## config.mk

```make
export PLATFORM = sky130hd
export DESIGN_NAME = cim_decode_flat
export DESIGN_NICKNAME = d
export VERILOG_FILES = /design/src/sv/cim_pkg.sv /design/src/sv/cim_if.sv /design/src/sv/cim_decode.sv /design/src/flat_wrapper.sv
export SDC_FILE = /design/constraint.sdc
export NUM_CORES = 1
export LEC_CHECK = 0
export BUFFER_PORTS_ARGS = -buffer_cell sky130_fd_sc_hd__buf_2
export CAP_MARGIN = 10
export CORE_UTILIZATION = 45
export DETAILED_ROUTE_END_ITERATION = 8
export GPL_TIMING_DRIVEN = 0
export PLACE_DENSITY = 0.75
export SETUP_SLACK_MARGIN = 0.2
export SLEW_MARGIN = 20
export SYNTH_ARGS = -nofsm -noshare
export SYNTH_HDL_FRONTEND = slang
export SYNTH_SLANG_ARGS = --single-unit
```

## constraint.sdc

```tcl
create_clock -name clock -period 5.3 [get_ports clock]
set_input_delay 1.325 -clock clock [delete_from_list [all_inputs] [get_ports clock]]
set_output_delay 1.325 -clock clock [all_outputs]
set_load 0.1 [all_outputs]
```

## src/sv/cim_pkg.sv

```systemverilog
// shared types, codes and helper functions of the checked integer multiplier
`timescale 1ns / 1ps

package cim_pkg;

   // operand kind codes
   localparam logic [1:0] KIND_UNS  = 2'd0;
   localparam logic [1:0] KIND_SGN  = 2'd1;
   localparam logic [1:0] KIND_DEC  = 2'd2;
   localparam logic [1:0] KIND_NONE = 2'd3;

   // operand width codes
   localparam logic [1:0] WID_8  = 2'd0;
   localparam logic [1:0] WID_16 = 2'd1;
   localparam logic [1:0] WID_32 = 2'd2;
   localparam logic [1:0] WID_64 = 2'd3;

   // type codes of the request
   localparam logic [3:0] FUNC_U8   = 4'd0;
   localparam logic [3:0] FUNC_U64  = 4'd3;
   localparam logic [3:0] FUNC_I8   = 4'd4;
   localparam logic [3:0] FUNC_I64  = 4'd7;
   localparam logic [3:0] FUNC_DEC4 = 4'd8;
   localparam logic [3:0] FUNC_DEC9 = 4'd9;
   localparam logic [3:0] FUNC_DEC18 = 4'd10;

   // decimal bounds
   localparam logic [63:0] DEC4_BOUND  = 64'd9999;
   localparam logic [63:0] DEC9_BOUND  = 64'd999999999;
   localparam logic [63:0] DEC18_BOUND = 64'd999999999999999999;

   typedef struct packed {
      logic [1:0] kind;
      logic [1:0] width;
      logic       sign_diff;
   } cim_tag_type;

   typedef struct packed {
      logic        valid;
      cim_tag_type tag;
   } cim_stage_type;

   function automatic logic [63:0] cim_mask(input logic [1:0] width);
      logic [63:0] m;
      case (width)
         WID_8:   m = 64'h0000_0000_0000_00ff;
         WID_16:  m = 64'h0000_0000_0000_ffff;
         WID_32:  m = 64'h0000_0000_ffff_ffff;
         default: m = 64'hffff_ffff_ffff_ffff;
      endcase
      return m;
   endfunction

   function automatic logic cim_sign_bit(input logic [63:0] v, input logic [1:0] width);
      logic s;
      case (width)
         WID_8:   s = v[7];
         WID_16:  s = v[15];
         WID_32:  s = v[31];
         default: s = v[63];
      endcase
      return s;
   endfunction

endpackage

```

## src/sv/cim_if.sv

```systemverilog
// request and response channel interfaces of the checked integer multiplier
`timescale 1ns / 1ps

interface cim_req_if;
   logic        valid;
   logic        ready;
   logic [3:0]  func;
   logic [63:0] left_operand;
   logic [63:0] right_operand;

   modport source (output valid, output func, output left_operand, output right_operand,
                   input ready);
   modport sink (input valid, input func, input left_operand, input right_operand,
                 output ready);
endinterface


```

## src/sv/cim_decode.sv

```systemverilog
// first pipeline stage: type decode, operand masking and magnitudes
`timescale 1ns / 1ps

module cim_decode
   import cim_pkg::*;
(
   input  logic          clock,
   input  logic          reset,
   cim_req_if.sink       req_chan,
   output cim_stage_type dec_stage,
   output logic [63:0]   dec_left_mag,
   output logic [63:0]   dec_right_mag,
   input  logic          dec_ready
);

   logic        valid_ff;
   cim_tag_type tag_ff, tag_in;
   logic [63:0] left_mag_ff, left_mag_in;
   logic [63:0] right_mag_ff, right_mag_in;
   logic        load;

   logic [63:0] mask;
   logic [63:0] left_val, right_val;
   logic        left_neg, right_neg;

   assign req_chan.ready = !valid_ff || dec_ready;
   assign load = req_chan.valid && req_chan.ready;

   always_comb begin
      tag_in.kind = KIND_NONE;
      tag_in.width = WID_64;
      case (req_chan.func) inside
         [FUNC_U8:FUNC_U64]: begin
            tag_in.kind = KIND_UNS;
            tag_in.width = req_chan.func[1:0];
         end
         [FUNC_I8:FUNC_I64]: begin
            tag_in.kind = KIND_SGN;
            tag_in.width = req_chan.func[1:0];
         end
         FUNC_DEC4: begin
            tag_in.kind = KIND_DEC;
            tag_in.width = WID_16;
         end
         FUNC_DEC9: begin
            tag_in.kind = KIND_DEC;
            tag_in.width = WID_32;
         end
         FUNC_DEC18: begin
            tag_in.kind = KIND_DEC;
            tag_in.width = WID_64;
         end
         default: begin
            tag_in.kind = KIND_NONE;
            tag_in.width = WID_64;
         end
      endcase

      mask = cim_mask(tag_in.width);
      left_val = req_chan.left_operand & mask;
      right_val = req_chan.right_operand & mask;
      left_neg = (tag_in.kind == KIND_SGN || tag_in.kind == KIND_DEC)
                 && cim_sign_bit(left_val, tag_in.width);
      right_neg = (tag_in.kind == KIND_SGN || tag_in.kind == KIND_DEC)
                  && cim_sign_bit(right_val, tag_in.width);
      left_mag_in = left_neg ? ((~left_val) & mask) + 64'd1 : left_val;
      right_mag_in = right_neg ? ((~right_val) & mask) + 64'd1 : right_val;
      tag_in.sign_diff = left_neg ^ right_neg;
   end

   always_ff @(posedge clock) begin
      if (reset) begin
         valid_ff <= 1'b0;
      end else if (req_chan.ready) begin
         valid_ff <= req_chan.valid;
      end
   end

   always_ff @(posedge clock) begin
      if (load) begin
         tag_ff <= tag_in;
         left_mag_ff <= left_mag_in;
         right_mag_ff <= right_mag_in;
      end
   end

   assign dec_stage.valid = valid_ff;
   assign dec_stage.tag = tag_ff;
   assign dec_left_mag = left_mag_ff;
   assign dec_right_mag = right_mag_ff;

endmodule

```

## src/flat_wrapper.sv

```systemverilog
// flat-port wrapper written by rule: the top's interface ports become plain ports
module cim_decode_flat import cim_pkg::*;
  (clock, reset, dec_stage, dec_left_mag, dec_right_mag, dec_ready, req_chan_valid, req_chan_func, req_chan_left_operand, req_chan_right_operand, req_chan_ready);
  cim_req_if req_chan_i ();
  input  logic clock;
  input  logic reset;
  output cim_stage_type dec_stage;
  output logic [63:0] dec_left_mag;
  output logic [63:0] dec_right_mag;
  input  logic dec_ready;
  input wire logic [$bits(req_chan_i.valid)-1:0] req_chan_valid;
  input wire logic [$bits(req_chan_i.func)-1:0] req_chan_func;
  input wire logic [$bits(req_chan_i.left_operand)-1:0] req_chan_left_operand;
  input wire logic [$bits(req_chan_i.right_operand)-1:0] req_chan_right_operand;
  output wire logic [$bits(req_chan_i.ready)-1:0] req_chan_ready;
  assign req_chan_i.valid = req_chan_valid;
  assign req_chan_i.func = req_chan_func;
  assign req_chan_i.left_operand = req_chan_left_operand;
  assign req_chan_i.right_operand = req_chan_right_operand;
  assign req_chan_ready = req_chan_i.ready;
  cim_decode u_core (.clock(clock), .reset(reset), .req_chan(req_chan_i), .dec_stage(dec_stage), .dec_left_mag(dec_left_mag), .dec_right_mag(dec_right_mag), .dec_ready(dec_ready));
endmodule
```

==> PnR_summary.wiki <==
{| class="wikitable"
! Metric !! Value
|-
| Portion of synthesized cell area occupied by the leading cell type || about 48%
|-
| Portion of total power attributed to the clock network || between 20% and 30%
|-
| Fin. Hold Viols || 0
|-
| Tightest Hold Check Type || register to register
|-
| Effective utilization at floorplan || 46.2%
|-
| Drt drc || 0
|-
| Static leakage || a little over 0.004 uW
|-
| Synthesis-stage register bit count || 134
|-
| Area of all placed cells without fillers || between 10,000 and 15,000 um^2
|-
| Max-capacitance violation count || 0
|-
| Total power density per cell area || 356 nW/um^2
|-
| Initial antenna violation count || 5
|-
| CTS Buf Count || 17
|-
| Die Span X || 138 um
|-
| Largest vdd supply drop || 0.228 mV
|-
| Clock insertion delay at the later pin of the skew report || 420 ps
|-
| Post-Synthesis Cell Area || 8330 um^2
|-
| Pin slew with the least headroom to its limit || 1080 ps
|-
| Flip-flop cell with the highest count after synthesis || edfxtp_1
|-
| Fin nets || 1,270
|-
| Rows || 49
|-
| Layout Area Growth over Synthesis || 26.7%
|-
| Number of global-route vias before repair || 7,598
|-
| Post-CTS setup buffer count || 0
|-
| Proportion of power drawn by flip-flops and latches || a little over a third
|-
| Result of the run || completed
|-
| Worst endpoint data arrival time || 4740 ps
|-
| Clock root cell || clkbuf_16
|-
| Synthesis warning total || 0
|-
| Total wire length || around 27 mm
|-
| Die area || 19,100 um^2
|-
| Initial DRT Pass Iterations || 6
|-
| Async SR Flop Fraction || 0%
|-
| Maximum number of pins on one net before global-route repair || 51
|-
| TritonCTS clock tree || yes
|-
| Setup slack of the most critical reg-to-reg path || 3380 ps
|-
| Clock sinks || roughly 130
|-
| Post-route minimum period || 4600 ps
|-
| Number of H-tree levels || 4
|-
| Final critical-path share of the clock period || roughly 87%
|-
| Type of the setup path with the least slack || primary input to register
|-
| Combinational share of power || 35.8%
|-
| Internal Dissipation || 2160 uW
|-
| IO Port Bufs || between 200 and 300
|-
| Net count after synthesis || 980
|-
| Unique masters post-synth || 64
|-
| Maximum number of buffers from clock root to sink || 2
|-
| Total setup violations reported at the end of the flow || 0
|-
| Number of enable flip-flop cells after synthesis || 133
|-
| Residual overflow from global routing || 0
|-
| CP max FO || 10
|-
| Wirelength per Cell || 19.8 um
|-
| Top cell type by total area after synthesis || edfxtp_1
|-
| Switching share of power || between 40% and 50%
|-
| Y dimension of the die || 138 um
|-
| CTS hold repair buffers || 0
|-
| Kind of end point of the critical path || register
|-
| Cell Area, Placed || 10,000 um^2
|-
| Via-per-instance ratio || 5.99
|-
| RSZ-0062 raised after global routing || no
|-
| Post_cts resized || 0
|-
| Share of cells above drive strength 1 || 29.3%
|-
| Seq/Total Area, Yosys || 48.2%
|-
| Remaining antenna violation count || 0
|-
| GRT Total Usage || 28.0%
|-
| Relative max-transition margin || between 20% and 30%
|-
| Switching component of the power || 1590 uW
|-
| Worst hold slack across all endpoints || 524 ps
|-
| Gpl congestion || about 0.94
|-
| Area of the core || 18,000 um^2
|-
| Worst clock skew || 5.81 ps
|-
| Pins Over Slew Limit || 0
|-
| Nature of the critical path startpoint || primary input
|-
| Synthesized netlist cell count || around 840
|-
| Wire length of the first global-routing pass || approximately 41 mm
|-
| Average instance area after synthesis || ~9.9 um^2
|-
| Timing-limited maximum frequency || roughly 220 MHz
|-
| Clock transition at the register clock pins on the worst setup and hold paths after CTS || 60 ps
|-
| Required time at the worst-slack endpoint || 5440 ps
|-
| Core occupancy in the finished layout || 58.5%
|-
| Vias after detailed routing || 8,248
|-
| Setup TNS after final layout || 0 ps
|-
| Half-perimeter wire length of the detailed placement result || 20.7 mm
|-
| Sum of internal, switching and leakage power || 3760 uW
|-
| Area contributors post-synth || edfxtp_1 48%, nor2_1 6.2%, xor2_1 4.6%
|-
| Detailed router's first-iteration violation count || between 600 and 700
|-
| Number of I/O pins || about 270
|}
-- power groups by stage --
stage	clock network [uW]	logic, uW	registers (uW)
finish	1080	1340	1330
global route	1130	1400	1340
CTS	1100	1340	1330
detailed placement	0	1330	1350
global placement	0	1320	1360
floorplan	0	325	2070
-- through the flow --
step / cells / setup WS [ps]
floorplan: 842 / 930
global placement: 1340 / 418
detailed placement: 1342 / 412
CTS: 1374 / 845
global route: 1377 / 601
finish: 1377 / 699
-- Yosys cell counts, drive strengths merged, types with 4 or more instances --
cell type,instances
nand2b,4
o21ai,36
or4,20
or3,41
a31oi,19
xor2,44
nor3,36
edfxtp,133
nand3b,5
inv,11
a21oi,30
buf,10
nand4,10
nor4,32
o41ai,15
clkbuf,36
nor2b,5
or2,5
o31ai,16
and3,5
nor2,138
a31o,5
o211ai,10
nand3,25
mux2,8
xnor2,32
and4,5
nand2,45
mux2i,12
o221ai,7
-- cell families after synthesis --
logic type | count (synthesis) | share of synthesized area, %
and+or+nand+nor | 390 | 24.3
AOI/OAI and AO/OA | 161 | 13.4
DFF | 134 | 48.2
xor gates and xnor gates | 76 | 7.99
buffers and inverters | 57 | 2.69
muxes | 22 | 3.06
adders and majority gates | 2 | 0.300
-- metal layers --
layer | vias to the layer above | part of all wire [%] | GRT usage, %
li1 | 3814 | - | -
met1 | 3914 | 40 | 36.1
met2 | 453 | 48 | 45.3
met3 | 65 | 9.0 | 6.55
met4 | 2 | 3.2 | 11.5
met5 | - | 0.044 | 0
-- state kept, by name, summed over array words and instances, names as in the netlist --
signal / flops
u_core.dec_right_mag: 64
u_core.dec_stage: 5
u_core.dec_left_mag: 64
u_core.valid_ff: 1
-- final timing paths --
check | startpoint | end | depth (start not counted)
worst max-delay path | req_chan_func[3] | u_core.dec_right_mag[42] | 10
worst min-delay path | u_core.valid_ff | u_core.valid_ff | 2
worst max register to register | u_core.valid_ff | u_core.dec_right_mag[22] | 4
worst min register to register | u_core.valid_ff | u_core.valid_ff | 2
-- layout make-up --
type                       instances  area (um^2)
fill                            1619         7470
multi-input combinational        651         4090
sequential                       134         4010
timing repair buffer             271         1390
clock buffer                      18          429
tap                              229          287
buffer                            46          183
clock inverter                    14          105
inverter                          11         41.3
antenna                            3         7.51
-- layout by cell type (no fill, tap or decap), types with 4 or more instances in the layout --
master	netlist	layout
mux2_2	6	6
xor2_1	44	44
xnor2_1	32	32
clkbuf_1	36	37
buf_1	4	4
buf_2	5	274
nor4_1	30	30
nand3_1	25	25
mux2i_1	12	12
nor2b_1	5	5
nor2_1	138	138
clkinv_4	0	4
or4_1	19	19
or3_1	40	40
o211ai_1	10	10
o41ai_1	12	12
o21ai_0	34	34
o221ai_1	7	7
nand2b_1	4	4
edfxtp_1	133	133
nor3_1	36	36
nand3b_1	5	5
a31oi_1	19	19
clkbuf_16	0	17
a31o_2	5	5
and3_1	5	5
a21oi_1	30	30
and4_1	5	5
nand2_1	45	45
clkinvlp_4	0	4
or2_2	5	5
o31ai_1	15	15
inv_1	11	11
nand4_1	9	9
-- worst max-delay path: stages --
cell and delay [ps]:
buf_2 110, clkbuf_1 200, or2_2 380, nand2_1 300
clkbuf_1 620, clkbuf_1 640, o21ai_1 520, clkbuf_1 360
o221ai_1 130, o41ai_1 130
No activity file was read; power rests on OpenSTA's default activity.
