`src/sv/cim_pkg.sv`:
```
// shared types, codes and helper functions of the checked integer multiplier
`timescale 1ns / 1ps

package cim_pkg;

   // operand kind codes
   localparam logic [1:0] KIND_UNS  = 2'd0;
   localparam logic [1:0] KIND_SGN  = 2'd1;
   localparam logic [1:0] KIND_DEC  = 2'd2;
   localparam logic [1:0] KIND_NONE = 2'd3;

   // operand width codes
   localparam logic [1:0] WID_8  = 2'd0;
   localparam logic [1:0] WID_16 = 2'd1;
   localparam logic [1:0] WID_32 = 2'd2;
   localparam logic [1:0] WID_64 = 2'd3;

   // type codes of the request
   localparam logic [3:0] FUNC_U8   = 4'd0;
   localparam logic [3:0] FUNC_U64  = 4'd3;
   localparam logic [3:0] FUNC_I8   = 4'd4;
   localparam logic [3:0] FUNC_I64  = 4'd7;
   localparam logic [3:0] FUNC_DEC4 = 4'd8;
   localparam logic [3:0] FUNC_DEC9 = 4'd9;
   localparam logic [3:0] FUNC_DEC18 = 4'd10;

   // decimal bounds
   localparam logic [63:0] DEC4_BOUND  = 64'd9999;
   localparam logic [63:0] DEC9_BOUND  = 64'd999999999;
   localparam logic [63:0] DEC18_BOUND = 64'd999999999999999999;

   typedef struct packed {
      logic [1:0] kind;
      logic [1:0] width;
      logic       sign_diff;
   } cim_tag_type;

   typedef struct packed {
      logic        valid;
      cim_tag_type tag;
   } cim_stage_type;

   function automatic logic [63:0] cim_mask(input logic [1:0] width);
      logic [63:0] m;
      case (width)
         WID_8:   m = 64'h0000_0000_0000_00ff;
         WID_16:  m = 64'h0000_0000_0000_ffff;
         WID_32:  m = 64'h0000_0000_ffff_ffff;
         default: m = 64'hffff_ffff_ffff_ffff;
      endcase
      return m;
   endfunction

   function automatic logic cim_sign_bit(input logic [63:0] v, input logic [1:0] width);
      logic s;
      case (width)
         WID_8:   s = v[7];
         WID_16:  s = v[15];
         WID_32:  s = v[31];
         default: s = v[63];
      endcase
      return s;
   endfunction

endpackage

```
`src/sv/cim_if.sv`:
```


interface cim_rsp_if;
   logic        valid;
   logic        ready;
   logic [63:0] product;
   logic        ok;

   modport source (output valid, output product, output ok, input ready);
   modport sink (input valid, input product, input ok, output ready);
endinterface

```
`src/sv/cim_check.sv`:
```
// last pipeline stage: range check, sign restore and response register
`timescale 1ns / 1ps

module cim_check
   import cim_pkg::*;
(
   input  logic          clock,
   input  logic          reset,
   input  cim_stage_type sum_stage,
   input  logic [63:0]   sum_low,
   input  logic          sum_high_zero,
   output logic          sum_ready,
   cim_rsp_if.source     rsp_chan
);

   logic        valid_ff;
   cim_tag_type tag_ff;
   logic [63:0] product_ff, product_in;
   logic        ok_ff, ok_in;

   logic [63:0] mask;
   logic [63:0] limit;
   logic        neg;

   assign sum_ready = !valid_ff || rsp_chan.ready;

   always_comb begin
      mask = cim_mask(sum_stage.tag.width);
      neg = sum_stage.tag.sign_diff && (sum_low != 64'd0);
      case (sum_stage.tag.width)
         WID_8:   limit = neg ? 64'd128 : 64'd127;
         WID_16:  limit = neg ? 64'd32768 : 64'd32767;
         WID_32:  limit = neg ? 64'h0000_0000_8000_0000 : 64'h0000_0000_7fff_ffff;
         default: limit = neg ? 64'h8000_0000_0000_0000 : 64'h7fff_ffff_ffff_ffff;
      endcase
      if (sum_stage.tag.kind == KIND_DEC) begin
         case (sum_stage.tag.width)
            WID_16:  limit = DEC4_BOUND;
            WID_32:  limit = DEC9_BOUND;
            default: limit = DEC18_BOUND;
         endcase
      end

      case (sum_stage.tag.kind)
         KIND_UNS: ok_in = sum_high_zero && ((sum_low & ~mask) == 64'd0);
         KIND_SGN, KIND_DEC: ok_in = sum_high_zero && (sum_low <= limit);
         default: ok_in = 1'b0;
      endcase

      product_in = ok_in ? ((neg ? (64'd0 - sum_low) : sum_low) & mask) : 64'd0;
   end

   always_ff @(posedge clock) begin
      if (reset) begin
         valid_ff <= 1'b0;
      end else if (sum_ready) begin
         valid_ff <= sum_stage.valid;
      end
   end

   always_ff @(posedge clock) begin
      if (sum_stage.valid && sum_ready) begin
         tag_ff <= sum_stage.tag;
         product_ff <= product_in;
         ok_ff <= ok_in;
      end
   end

   assign rsp_chan.valid = valid_ff;
   assign rsp_chan.product = product_ff;
   assign rsp_chan.ok = ok_ff;

   // failed checks give a zero product
   assert property (@(posedge clock) disable iff (reset)
      valid_ff && !ok_ff |-> product_ff == 64'd0)
      else $error("failed multiply with nonzero product");

   // a good 8-bit result stays inside its width
   assert property (@(posedge clock) disable iff (reset)
      valid_ff && ok_ff && tag_ff.width == WID_8 |-> product_ff[63:8] == 56'd0)
      else $error("8-bit product spills above its width");

   // unused type codes never pass
   assert property (@(posedge clock) disable iff (reset)
      valid_ff && tag_ff.kind == KIND_NONE |-> !ok_ff)
      else $error("unused type code reported ok");

   // an unsigned type never carries a sign difference
   assert property (@(posedge clock) disable iff (reset)
      valid_ff && tag_ff.kind == KIND_UNS |-> !tag_ff.sign_diff)
      else $error("unsigned result tagged with sign");

endmodule

```
`src/flat_wrapper.sv`:
```
// flat-port wrapper written by rule: the top's interface ports become plain ports
module cim_check_flat import cim_pkg::*;
  (clock, reset, sum_stage, sum_low, sum_high_zero, sum_ready, rsp_chan_valid, rsp_chan_product, rsp_chan_ok, rsp_chan_ready);
  cim_rsp_if rsp_chan_i ();
  input  logic clock;
  input  logic reset;
  input  cim_stage_type sum_stage;
  input  logic [63:0] sum_low;
  input  logic sum_high_zero;
  output logic sum_ready;
  output wire logic [$bits(rsp_chan_i.valid)-1:0] rsp_chan_valid;
  output wire logic [$bits(rsp_chan_i.product)-1:0] rsp_chan_product;
  output wire logic [$bits(rsp_chan_i.ok)-1:0] rsp_chan_ok;
  input wire logic [$bits(rsp_chan_i.ready)-1:0] rsp_chan_ready;
  assign rsp_chan_valid = rsp_chan_i.valid;
  assign rsp_chan_product = rsp_chan_i.product;
  assign rsp_chan_ok = rsp_chan_i.ok;
  assign rsp_chan_i.ready = rsp_chan_ready;
  cim_check u_core (.clock(clock), .reset(reset), .sum_stage(sum_stage), .sum_low(sum_low), .sum_high_zero(sum_high_zero), .sum_ready(sum_ready), .rsp_chan(rsp_chan_i));
endmodule
```
`config.mk`:
```
export PLATFORM = sky130hd
export DESIGN_NAME = cim_check_flat
export DESIGN_NICKNAME = d
export VERILOG_FILES = /design/src/sv/cim_pkg.sv /design/src/sv/cim_if.sv /design/src/sv/cim_check.sv /design/src/flat_wrapper.sv
export SDC_FILE = /design/constraint.sdc
export NUM_CORES = 1
export LEC_CHECK = 0
export BUFFER_PORTS_ARGS = -buffer_cell sky130_fd_sc_hd__buf_2
export CORE_MARGIN = 2
export CORE_UTILIZATION = 55
export DETAILED_ROUTE_END_ITERATION = 6
export HOLD_SLACK_MARGIN = 0.06
export PLACE_DENSITY = 0.82
export SLEW_MARGIN = 20
export SYNTH_ARGS = -nofsm -noshare
export SYNTH_HDL_FRONTEND = slang
export SYNTH_SLANG_ARGS = --single-unit
```
`constraint.sdc`:
```
create_clock -name clock -period 9.4 [get_ports clock]
set_input_delay 2.82 -clock clock [delete_from_list [all_inputs] [get_ports clock]]
set_output_delay 2.82 -clock clock [all_outputs]
set_load 0.01 [all_outputs]
```
==> impl_metrics.env, run 1 <==
export IMPL_drt_first_pass_iters=5
export IMPL_synth_seq_cells=66
export IMPL_finalSetupViolCount=0
export IMPL_slew_viol_final=0
export IMPL_diodes=0
export IMPL_grt_max_degree=66
export IMPL_setup_ws_ps=1070
export IMPL_hold_buffers=0
export IMPL_peakVddDrop_mv=0.0768
export IMPL_place_ws_ps=867
export IMPL_cts_root_buf="clkbuf_8"
export IMPL_htreeDepth=3
export IMPL_final_hold_viol_count=0
export IMPL_fmax_mhz=120
export IMPL_hold_path_cell_count=2
export IMPL_antenna_left=0
export IMPL_finalCriticalPeriod_ps=8330
export IMPL_dieArea_um2=11400
export IMPL_synth_fp_nets=771
export IMPL_reg2reg_depth=3
export IMPL_cts_max_path_buffers=2
export IMPL_fill_cells=841
export IMPL_cts_resized=0
export IMPL_numCtsBuffers=9
export IMPL_max_slew_margin_rel_pct=47.7
export IMPL_die_width_um=107
export IMPL_worst_path_max_delay_cell="or3_1"
export IMPL_path_max_fanout=65
export IMPL_clock_skew_ps=11.9
export IMPL_mostFrequentLayoutCells="140 x buf_2, 72 x ha_1, 65 x edfxtp_1"
export IMPL_nNetsFinal=900
export IMPL_rows=37
export IMPL_post_cts_buffers=0
export IMPL_drt_wl_total_mm=16.0
export IMPL_grt_pass1_wl_mm=25.1
export IMPL_floorplan_initialDensity_pct=56.4
export IMPL_register_area_um2=1970
export IMPL_synthArstFlopShare_pct=0
export IMPL_dp_hpwl_mm=12.3
export IMPL_synth_area_um2=5800
export IMPL_synthCells=625
export IMPL_die_h_um=107
export IMPL_drc=0
export IMPL_powerDensity_nw_per_um2=131
export IMPL_yosys_warnings=0
export IMPL_antenna_found_initial=0
export IMPL_multi_input_area_um2=3640
export IMPL_insertion_delay_ps=350
export IMPL_drt_iter0_markers=540
export IMPL_syn_avg_cell_area_um2=9.27
export IMPL_wl_per_cell_um=17.9
export IMPL_critical_path_cell_chain="buf_2, or4_1, nand4b_2, or3_1, o21ai_2, buf_4, nand2_1, ha_1, nand4_1, nor4_1, nand2_1, nor3_1, a221oi_1, a211oi_4, buf_4, nor2_1"
export IMPL_final_layout_size_suffix_gt1_share_pct=24.4
export IMPL_yosysUniqueCellTypes=55
export IMPL_first_global_vias=4971
export IMPL_rsz0062_at_grt="false"
export IMPL_cap_violations=0
export IMPL_critPathArrivalTime_ps=8400
export IMPL_crit_path_max_incr_delay_ps=730
export IMPL_viasPerCell=6.16
export IMPL_ys_flop_type="edfxtp_1"
export IMPL_dp_cells=879
export IMPL_clock_sinks=66
export IMPL_io_buffers=140
export IMPL_fin_setup_tns_ps=0
export IMPL_vias=5510
export IMPL_crit_type="input pin to register"
export IMPL_cellLeakagePower_nw=2.75
export IMPL_syn_to_final_growth_pct=18.2
export IMPL_synth_seq_area_share_pct=34.0
export IMPL_core_area_um2=10300
export IMPL_layout_commonest_cell="buf_2"
export IMPL_final_cell_count_no_fill=895
export IMPL_crit_path_start_kind="input pin"
export IMPL_worstPathRequired_ps=9470
export IMPL_endpoint_kind="register"
export IMPL_gp_congestion=0.972
export IMPL_num_io_pins=141
export IMPL_post_route_period_util_pct=88.6
export IMPL_cts_tree="done"
export IMPL_worst_pin_slew_ps=784
export IMPL_grt_usage_pct=27.8
export IMPL_hp_class="register to register"
export IMPL_hold_slack_ps=524
export IMPL_synth_edf_count=65
export IMPL_status="finished, final reports clean"
export IMPL_overflow=0
export IMPL_path_clk_slew_ps=80
[layer usage]
layer | track usage [%] | share of wire [%] | routed length, um | vias to the layer above
met1 | 40.7 | 46 | 7310 | 2552
met2 | 42.4 | 45 | 7160 | 288
met3 | 4.13 | 7.8 | 1260 | 29
met5 | 0 | 0 | 0 | -
met4 | 8.91 | 1.9 | 308 | 0
li1 | - | - | - | 2641
[critical path: cells and delay by family]
kind,cells,cell delay [ps]
buffers and inverters,3,990
adders and majority gates,1,470
AOI/OAI and AO/OA,3,760
and+or+nand+nor,9,3300
[flip-flops by register name, indices dropped and copies added (netlist names)]
signal / cells
u_core.rsp_chan.ok: 1
u_core.rsp_chan.product: 64
u_core.rsp_chan.valid: 1
[power breakdown]
part           total (mW)  switching, mW  internal (mW)
logic               0.231          0.144         0.0876
registers           0.348        0.00456          0.343
clock network       0.316          0.113          0.203
[synthesized netlist by cell type (3+ instances only)]
master	instances	area, um2
a21o_1	7	52.6
xor2_1	27	236
ha_1	72	901
clkbuf_1	14	52.6
nor2b_1	6	37.5
nor4_1	21	131
edfxtp_1	65	1950
a211oi_1	3	22.5
o41ai_2	3	48.8
or4_1	8	60.1
a31oi_1	6	37.5
nor2_1	46	173
buf_2	9	45.0
a221oi_1	4	35.0
or3_1	8	50.1
nand2_1	52	195
a21oi_1	40	200
nand2b_1	3	18.8
nor3_1	56	280
buf_6	3	33.8
or2_2	4	25.0
inv_1	14	52.6
nor3b_1	6	45.0
o21ai_0	22	110
o211ai_1	6	45.0
and2_1	3	18.8
xnor2_1	32	280
nand3_1	15	75.1
o31ai_1	8	60.1
o41ai_1	7	61.3
and3_1	3	18.8
nand4_1	23	144
[cell type report]
type                    count  area share, %
clock inverters             7           2.06
multi-input cells         517           53.2
flip-flops and latches     66           28.8
well taps                 136           2.48
clock buffers               9           1.81
repair buffers            146           10.9
inverters                  14          0.767
[path summary, 6_finish.rpt]
path,from,to,slack [ps]
hold / removal,u_core.rsp_chan.valid,u_core.rsp_chan.valid,520
setup reg to reg,u_core.rsp_chan.valid,u_core.rsp_chan.product[35],7830
hold reg to reg,u_core.rsp_chan.valid,u_core.rsp_chan.valid,520
setup / recovery,sum_low[16],u_core.rsp_chan.product[22],1070
[through the flow]
step / util [%] / power (mW) / area, um2
after detailed placement: 64.0 / 0.582 / 6580
after floorplan: - / 0.496 / 5800
after global routing: 66.7 / 0.932 / 6850
final: 66.7 / 0.895 / 6850
after CTS: 66.6 / 0.895 / 6850
after global placement: 64.0 / 0.575 / 6580
[cells by family after synthesis]
group	count (synthesis)	share of synthesized area [%]
AND/OR/NAND/NOR	268	24.7
AO/OA/AOI/OAI	118	13.5
XOR/XNOR	59	8.92
flip-flops	66	34.0
adder cells (fa/ha/maj)	72	15.5
buffers and inverters	42	3.37
Power figures use the tool's default switching activity.
==> run 2, diff against run 1 <==
--- a/config.mk
+++ b/config.mk
@@ -7,10 +7,10 @@
 export LEC_CHECK = 0
 export BUFFER_PORTS_ARGS = -buffer_cell sky130_fd_sc_hd__buf_2
 export CORE_MARGIN = 2
-export CORE_UTILIZATION = 55
+export CORE_UTILIZATION = 45
 export DETAILED_ROUTE_END_ITERATION = 6
 export HOLD_SLACK_MARGIN = 0.06
-export PLACE_DENSITY = 0.82
+export PLACE_DENSITY = 0.69
 export SLEW_MARGIN = 20
 export SYNTH_ARGS = -nofsm -noshare
 export SYNTH_HDL_FRONTEND = slang
==> impl_metrics.env, run 2 (same netlist as run 1, synthesis figures left out) <==
export IMPL_final_hold_viol_count=0
export IMPL_grt_max_degree=66
export IMPL_dp_cells=914
export IMPL_post_cts_buffers=0
export IMPL_cts_max_path_buffers=2
export IMPL_cts_root_buf="clkbuf_16"
export IMPL_power_mw=0.938
export IMPL_clkPwrFrac_pct=38.3
export IMPL_crit_type="input pin to register"
export IMPL_r2r_end="u_core.rsp_chan.product[2]"
export IMPL_place_ws_ps=779
export IMPL_stdcell_area_um2=6940
export IMPL_gp_congestion=0.952
export IMPL_largest_register_ffs=64
export IMPL_critPathArrivalTime_ps=8380
export IMPL_power_switching_mw=0.274
export IMPL_slew_viol_final=0
export IMPL_hold_slack_ps=520
export IMPL_peakVddDrop_mv=0.0749
export IMPL_drc=0
export IMPL_reg2reg_depth=3
export IMPL_floorplan_initialDensity_pct=45.9
export IMPL_hold_buffers=0
export IMPL_post_route_period_util_pct=88.6
export IMPL_first_global_vias=5493
export IMPL_grt_usage_pct=24.2
export IMPL_finalCriticalPeriod_ps=8330
export IMPL_die_width_um=117
export IMPL_antenna_left=0
export IMPL_fmax_mhz=120
export IMPL_cap_violations=0
export IMPL_final_layout_size_suffix_gt1_share_pct=24.3
export IMPL_io_buffers=140
export IMPL_cts_resized=0
export IMPL_fin_setup_tns_ps=0
export IMPL_p_seq_share_pct=37.1
export IMPL_crit_path_start_kind="input pin"
export IMPL_insertion_delay_ps=330
export IMPL_vias=5494
export IMPL_viasPerCell=5.91
export IMPL_wl_per_cell_um=17.9
export IMPL_placed_area_um2=6620
export IMPL_hp_class="register to register"
export IMPL_htreeDepth=3
export IMPL_hp_start="u_core.rsp_chan.valid"
export IMPL_dieArea_um2=13800
export IMPL_nNetsFinal=899
export IMPL_numCtsBuffers=9
export IMPL_core_area_um2=12600
export IMPL_path_clk_slew_ps=50
export IMPL_max_slew_margin_rel_pct=47.1
export IMPL_rows=41
export IMPL_swShare_pct=29.2
export IMPL_drt_wl_total_mm=16.7
export IMPL_rsz0062_at_grt="false"
export IMPL_worst_pin_slew_ps=794
export IMPL_path_max_fanout=33
export IMPL_worstPathRequired_ps=9460
export IMPL_hold_path_cell_count=2
export IMPL_diodes=0
export IMPL_mostFrequentLayoutCells="140 x buf_2, 72 x ha_1, 65 x edfxtp_1"
export IMPL_status="finished, final reports clean"
export IMPL_min_to="u_core.rsp_chan.valid"
export IMPL_drt_first_pass_iters=5
export IMPL_cts_tree="done"
export IMPL_finalSetupViolCount=0
export IMPL_setup_ws_ps=1070
export IMPL_syn_to_final_growth_pct=19.8
export IMPL_final_util_pct=55.0
export IMPL_overflow=0
export IMPL_p_int_mw=0.663
export IMPL_share_comb_of_total_power_pct=24.6
export IMPL_clock_skew_ps=4.81
export IMPL_num_io_pins=141
export IMPL_layout_commonest_cell="buf_2"
export IMPL_grt_pass1_wl_mm=27.0
export IMPL_antenna_found_initial=0
export IMPL_endpoint_kind="register"
export IMPL_powerDensity_nw_per_um2=135
export IMPL_clock_sinks=66
export IMPL_crit_start="sum_low[25]"
export IMPL_dp_hpwl_mm=13.0
export IMPL_drt_iter0_markers=337
export IMPL_r2r_slack_ps=7820
export IMPL_cellLeakagePower_nw=2.77
export IMPL_final_cell_count_no_fill=930
export IMPL_r2r_start="u_core.rsp_chan.valid"
export IMPL_die_h_um=117
## run 2: power groups by stage
stage / sequential [mW] / clock (mW) / combinational [mW]
after global routing: 0.350 / 0.377 / 0.257
final: 0.348 / 0.359 / 0.231
after global placement: 0.354 / 0 / 0.222
after floorplan: 0.365 / 0 / 0.131
after CTS: 0.348 / 0.364 / 0.229
after detailed placement: 0.354 / 0 / 0.228
## run 2: routing by layer
metal | up-vias | track usage (%) | wire [um]
li1 | 2643 | - | -
met4 | 0 | 10.0 | 420
met2 | 230 | 40.2 | 7990
met5 | - | 0 | 0
met3 | 38 | 5.18 | 1060
met1 | 2583 | 30.5 | 7200
## run 2: how the worst max path moves through the flow
stage / to
global placement: u_core.rsp_chan.product[62]
global route: u_core.rsp_chan.product[37]
detailed placement: u_core.rsp_chan.product[59]
floorplan: u_core.rsp_chan.product[1]
finish: u_core.rsp_chan.product[54]
CTS: u_core.rsp_chan.product[59]
## run 2: area by class of cell
class | count | area, um2
clock buffers | 9 | 225
repair buffers | 145 | 738
clock inverters | 7 | 93.8
inverters | 14 | 52.6
multi-input cells | 517 | 3640
fillers | 1207 | 5680
flip-flops and latches | 66 | 1970
well taps | 172 | 215
## run 2: worst max-delay path: stages
cell and delay, ps:
buf_2 150, nor4_1 690, nand4b_2 370, or3_1 770, o21ai_2 470, buf_4 300
nand2_1 410, ha_1 480, nand4_1 150, nor4_1 440, nand2_1 160, nor3_1 250
a221oi_1 150, a211oi_4 260, buf_4 350, nor3_1 110
==> run 3, diff against run 2 <==
--- a/config.mk
+++ b/config.mk
@@ -5,12 +5,13 @@
 export SDC_FILE = /design/constraint.sdc
 export NUM_CORES = 1
 export LEC_CHECK = 0
+export ABC_AREA = 1
 export BUFFER_PORTS_ARGS = -buffer_cell sky130_fd_sc_hd__buf_2
 export CORE_MARGIN = 2
 export CORE_UTILIZATION = 45
 export DETAILED_ROUTE_END_ITERATION = 6
 export HOLD_SLACK_MARGIN = 0.06
-export PLACE_DENSITY = 0.69
+export PLACE_DENSITY = 0.67
 export SLEW_MARGIN = 20
 export SYNTH_ARGS = -nofsm -noshare
 export SYNTH_HDL_FRONTEND = slang
==> impl_metrics.env, run 3 <==
export IMPL_status="finished, final reports clean"
export IMPL_synthTopCellsByArea="edfxtp_1 28%, nand2_1 15%, ha_1 13%"
export IMPL_dp_hpwl_mm=18.5
export IMPL_rsz0062_at_grt="false"
export IMPL_r2r_start="u_core.rsp_chan.valid"
export IMPL_antenna_left=0
export IMPL_largest_register_ffs=64
export IMPL_hold_buffers=0
export IMPL_clkPwrFrac_pct=35.7
export IMPL_drt_first_pass_iters=5
export IMPL_antenna_found_initial=0
export IMPL_yosys_warnings=0
export IMPL_place_ws_ps=1770
export IMPL_crit_type="input pin to register"
export IMPL_final_cell_count_no_fill=1369
export IMPL_synth_largest_area_cell="edfxtp_1"
export IMPL_crit_start="sum_low[0]"
export IMPL_cap_violations=0
export IMPL_power_switching_mw=0.301
export IMPL_crit_path_start_kind="input pin"
export IMPL_overflow=0
export IMPL_viasPerCell=5.46
export IMPL_core_area_um2=15100
export IMPL_powerDensity_nw_per_um2=116
export IMPL_synth_area_um2=6960
export IMPL_synthCells=1045
export IMPL_dp_cells=1353
export IMPL_clock_sinks=66
export IMPL_fin_setup_tns_ps=0
export IMPL_placed_area_um2=7780
export IMPL_synth_edf_count=65
export IMPL_syn_avg_cell_area_um2=6.66
export IMPL_hp_start="u_core.rsp_chan.valid"
export IMPL_final_hold_viol_count=0
export IMPL_die_h_um=128
export IMPL_cp_common_cell="nand2_1"
export IMPL_critPathArrivalTime_ps=7380
export IMPL_cts_tree="done"
export IMPL_clock_skew_ps=6.71
export IMPL_crit_path_max_incr_delay_ps=470
export IMPL_diodes=0
export IMPL_ys_flop_type="edfxtp_1"
export IMPL_setup_ws_ps=2090
export IMPL_synth_top_cell_area_share_pct=28.0
export IMPL_final_layout_size_suffix_gt1_share_pct=16.9
export IMPL_io_buffers=140
export IMPL_worst_path_max_delay_cell="buf_4"
export IMPL_worst_pin_slew_ps=821
export IMPL_grt_pass1_wl_mm=35.9
export IMPL_hp_class="register to register"
export IMPL_stdcell_area_um2=8070
export IMPL_synthArstFlopShare_pct=0
export IMPL_layout_commonest_cell="nand2_1"
export IMPL_post_route_period_util_pct=77.7
export IMPL_num_io_pins=141
export IMPL_gp_congestion=1.05
export IMPL_crit_buf_inv=6
export IMPL_insertion_delay_ps=350
export IMPL_cts_root_buf="clkbuf_16"
export IMPL_drc=0
export IMPL_p_int_mw=0.631
export IMPL_floorplan_initialDensity_pct=46.0
export IMPL_grt_usage_pct=28.5
export IMPL_path_max_fanout=78
export IMPL_vias=7469
export IMPL_mostFrequentLayoutCells="279 x nand2_1, 209 x nor2_1, 140 x buf_2"
export IMPL_syn_to_final_growth_pct=15.8
export IMPL_synth_seq_cells=66
export IMPL_p_seq_share_pct=37.3
export IMPL_yosysMostFrequentCell="nand2_1"
export IMPL_finalCriticalPeriod_ps=7310
export IMPL_peakVddDrop_mv=0.0697
export IMPL_yosysUniqueCellTypes=35
export IMPL_final_util_pct=53.3
export IMPL_drt_wl_total_mm=23.0
export IMPL_fmax_mhz=137
export IMPL_dieArea_um2=16500
export IMPL_finalSetupViolCount=0
export IMPL_max_slew_margin_rel_pct=45.3
export IMPL_swShare_pct=32.3
export IMPL_endpoint_kind="register"
export IMPL_synth_seq_area_share_pct=28.3
export IMPL_synth_fp_nets=1191
export IMPL_grt_max_degree=79
export IMPL_post_cts_buffers=0
export IMPL_path_clk_slew_ps=60
export IMPL_nNetsFinal=1322
export IMPL_worstPathRequired_ps=9480
export IMPL_slew_viol_final=0
export IMPL_cts_resized=0
export IMPL_first_global_vias=6750
export IMPL_share_comb_of_total_power_pct=27.0
export IMPL_yosys_top_cells_count="280 x nand2_1, 209 x nor2_1, 105 x inv_1"
export IMPL_htreeDepth=3
export IMPL_drt_iter0_markers=884
export IMPL_numCtsBuffers=9
export IMPL_cellLeakagePower_nw=3.73
export IMPL_wl_per_cell_um=16.8
export IMPL_die_width_um=128
export IMPL_cts_max_path_buffers=2
export IMPL_critical_path_top_delay_family="simple AND/OR/NAND/NOR gates"
export IMPL_rows=45
-- run 3: cell count changes after synthesis, moves of 20 or more --
| cell | before | now |
|---|---|---|
| nand2_1 | 52 | 280 |
| nor4_1 | 21 | 1 |
| nor3_1 | 56 | 10 |
| nor2_1 | 46 | 209 |
| nand3_1 | 15 | 97 |
| inv_1 | 14 | 105 |
| xnor2_1 | 32 | 0 |
-- run 3: path summary, 6_finish.rpt --
path | end | cells after the start | slack [ps]
setup / recovery | u_core.rsp_chan.product[26] | 30 | 2090
hold / removal | u_core.rsp_chan.valid | 2 | 530
setup reg to reg | u_core.rsp_chan.product[11] | 2 | 7860
hold reg to reg | u_core.rsp_chan.valid | 2 | 530
-- run 3: tightest hold or removal path, stage by stage, from the launching register on --
cell and delay (ps):
dfxtp_1 340, nand2_1 90, a21oi_1 60
-- run 3: power by group through the flow --
stage	Sequential, mW	Combinational, mW	Clock (mW)
after floorplan	0.365	0.152	0
after CTS	0.348	0.250	0.338
after global routing	0.349	0.285	0.350
final	0.347	0.252	0.333
after detailed placement	0.354	0.249	0
after global placement	0.353	0.247	0
-- run 3: metal layers --
layer  GRT usage, %  vias to the layer above  share of wire [%]
met2           44.2                      344                 43
met1           41.5                     3395                 47
met3           4.07                       31                8.6
met4           8.02                        0                1.9
li1               -                     3699                  -
met5              0                        -                  0
-- run 3: kinds of logic after synthesis --
logic type,count (synthesis),synth area share (%)
xor+xnor,21,2.64
simple gates,647,39.0
flops,66,28.3
buf+inv,145,8.97
compound gates,94,8.18
fa+ha+maj,72,12.9
-- run 3: layout make-up --
class | count | area [um2]
Clock buffer | 9 | 225
Clock inverter | 7 | 60.1
Fill cell | 1551 | 7080
Inverter | 119 | 447
Multi-Input combinational cell | 834 | 4380
Sequential cell | 66 | 1970
Tap cell | 188 | 235
Timing Repair Buffer | 146 | 746
-- run 3: stage by stage --
stage / total power, mW / hold WS, ps
2_1_floorplan: 0.517 / 577
3_3_place_gp: 0.600 / 520
3_5_place_dp: 0.603 / 532
4_1_cts: 0.936 / 536
5_1_grt: 0.984 / 566
6_report: 0.932 / 532
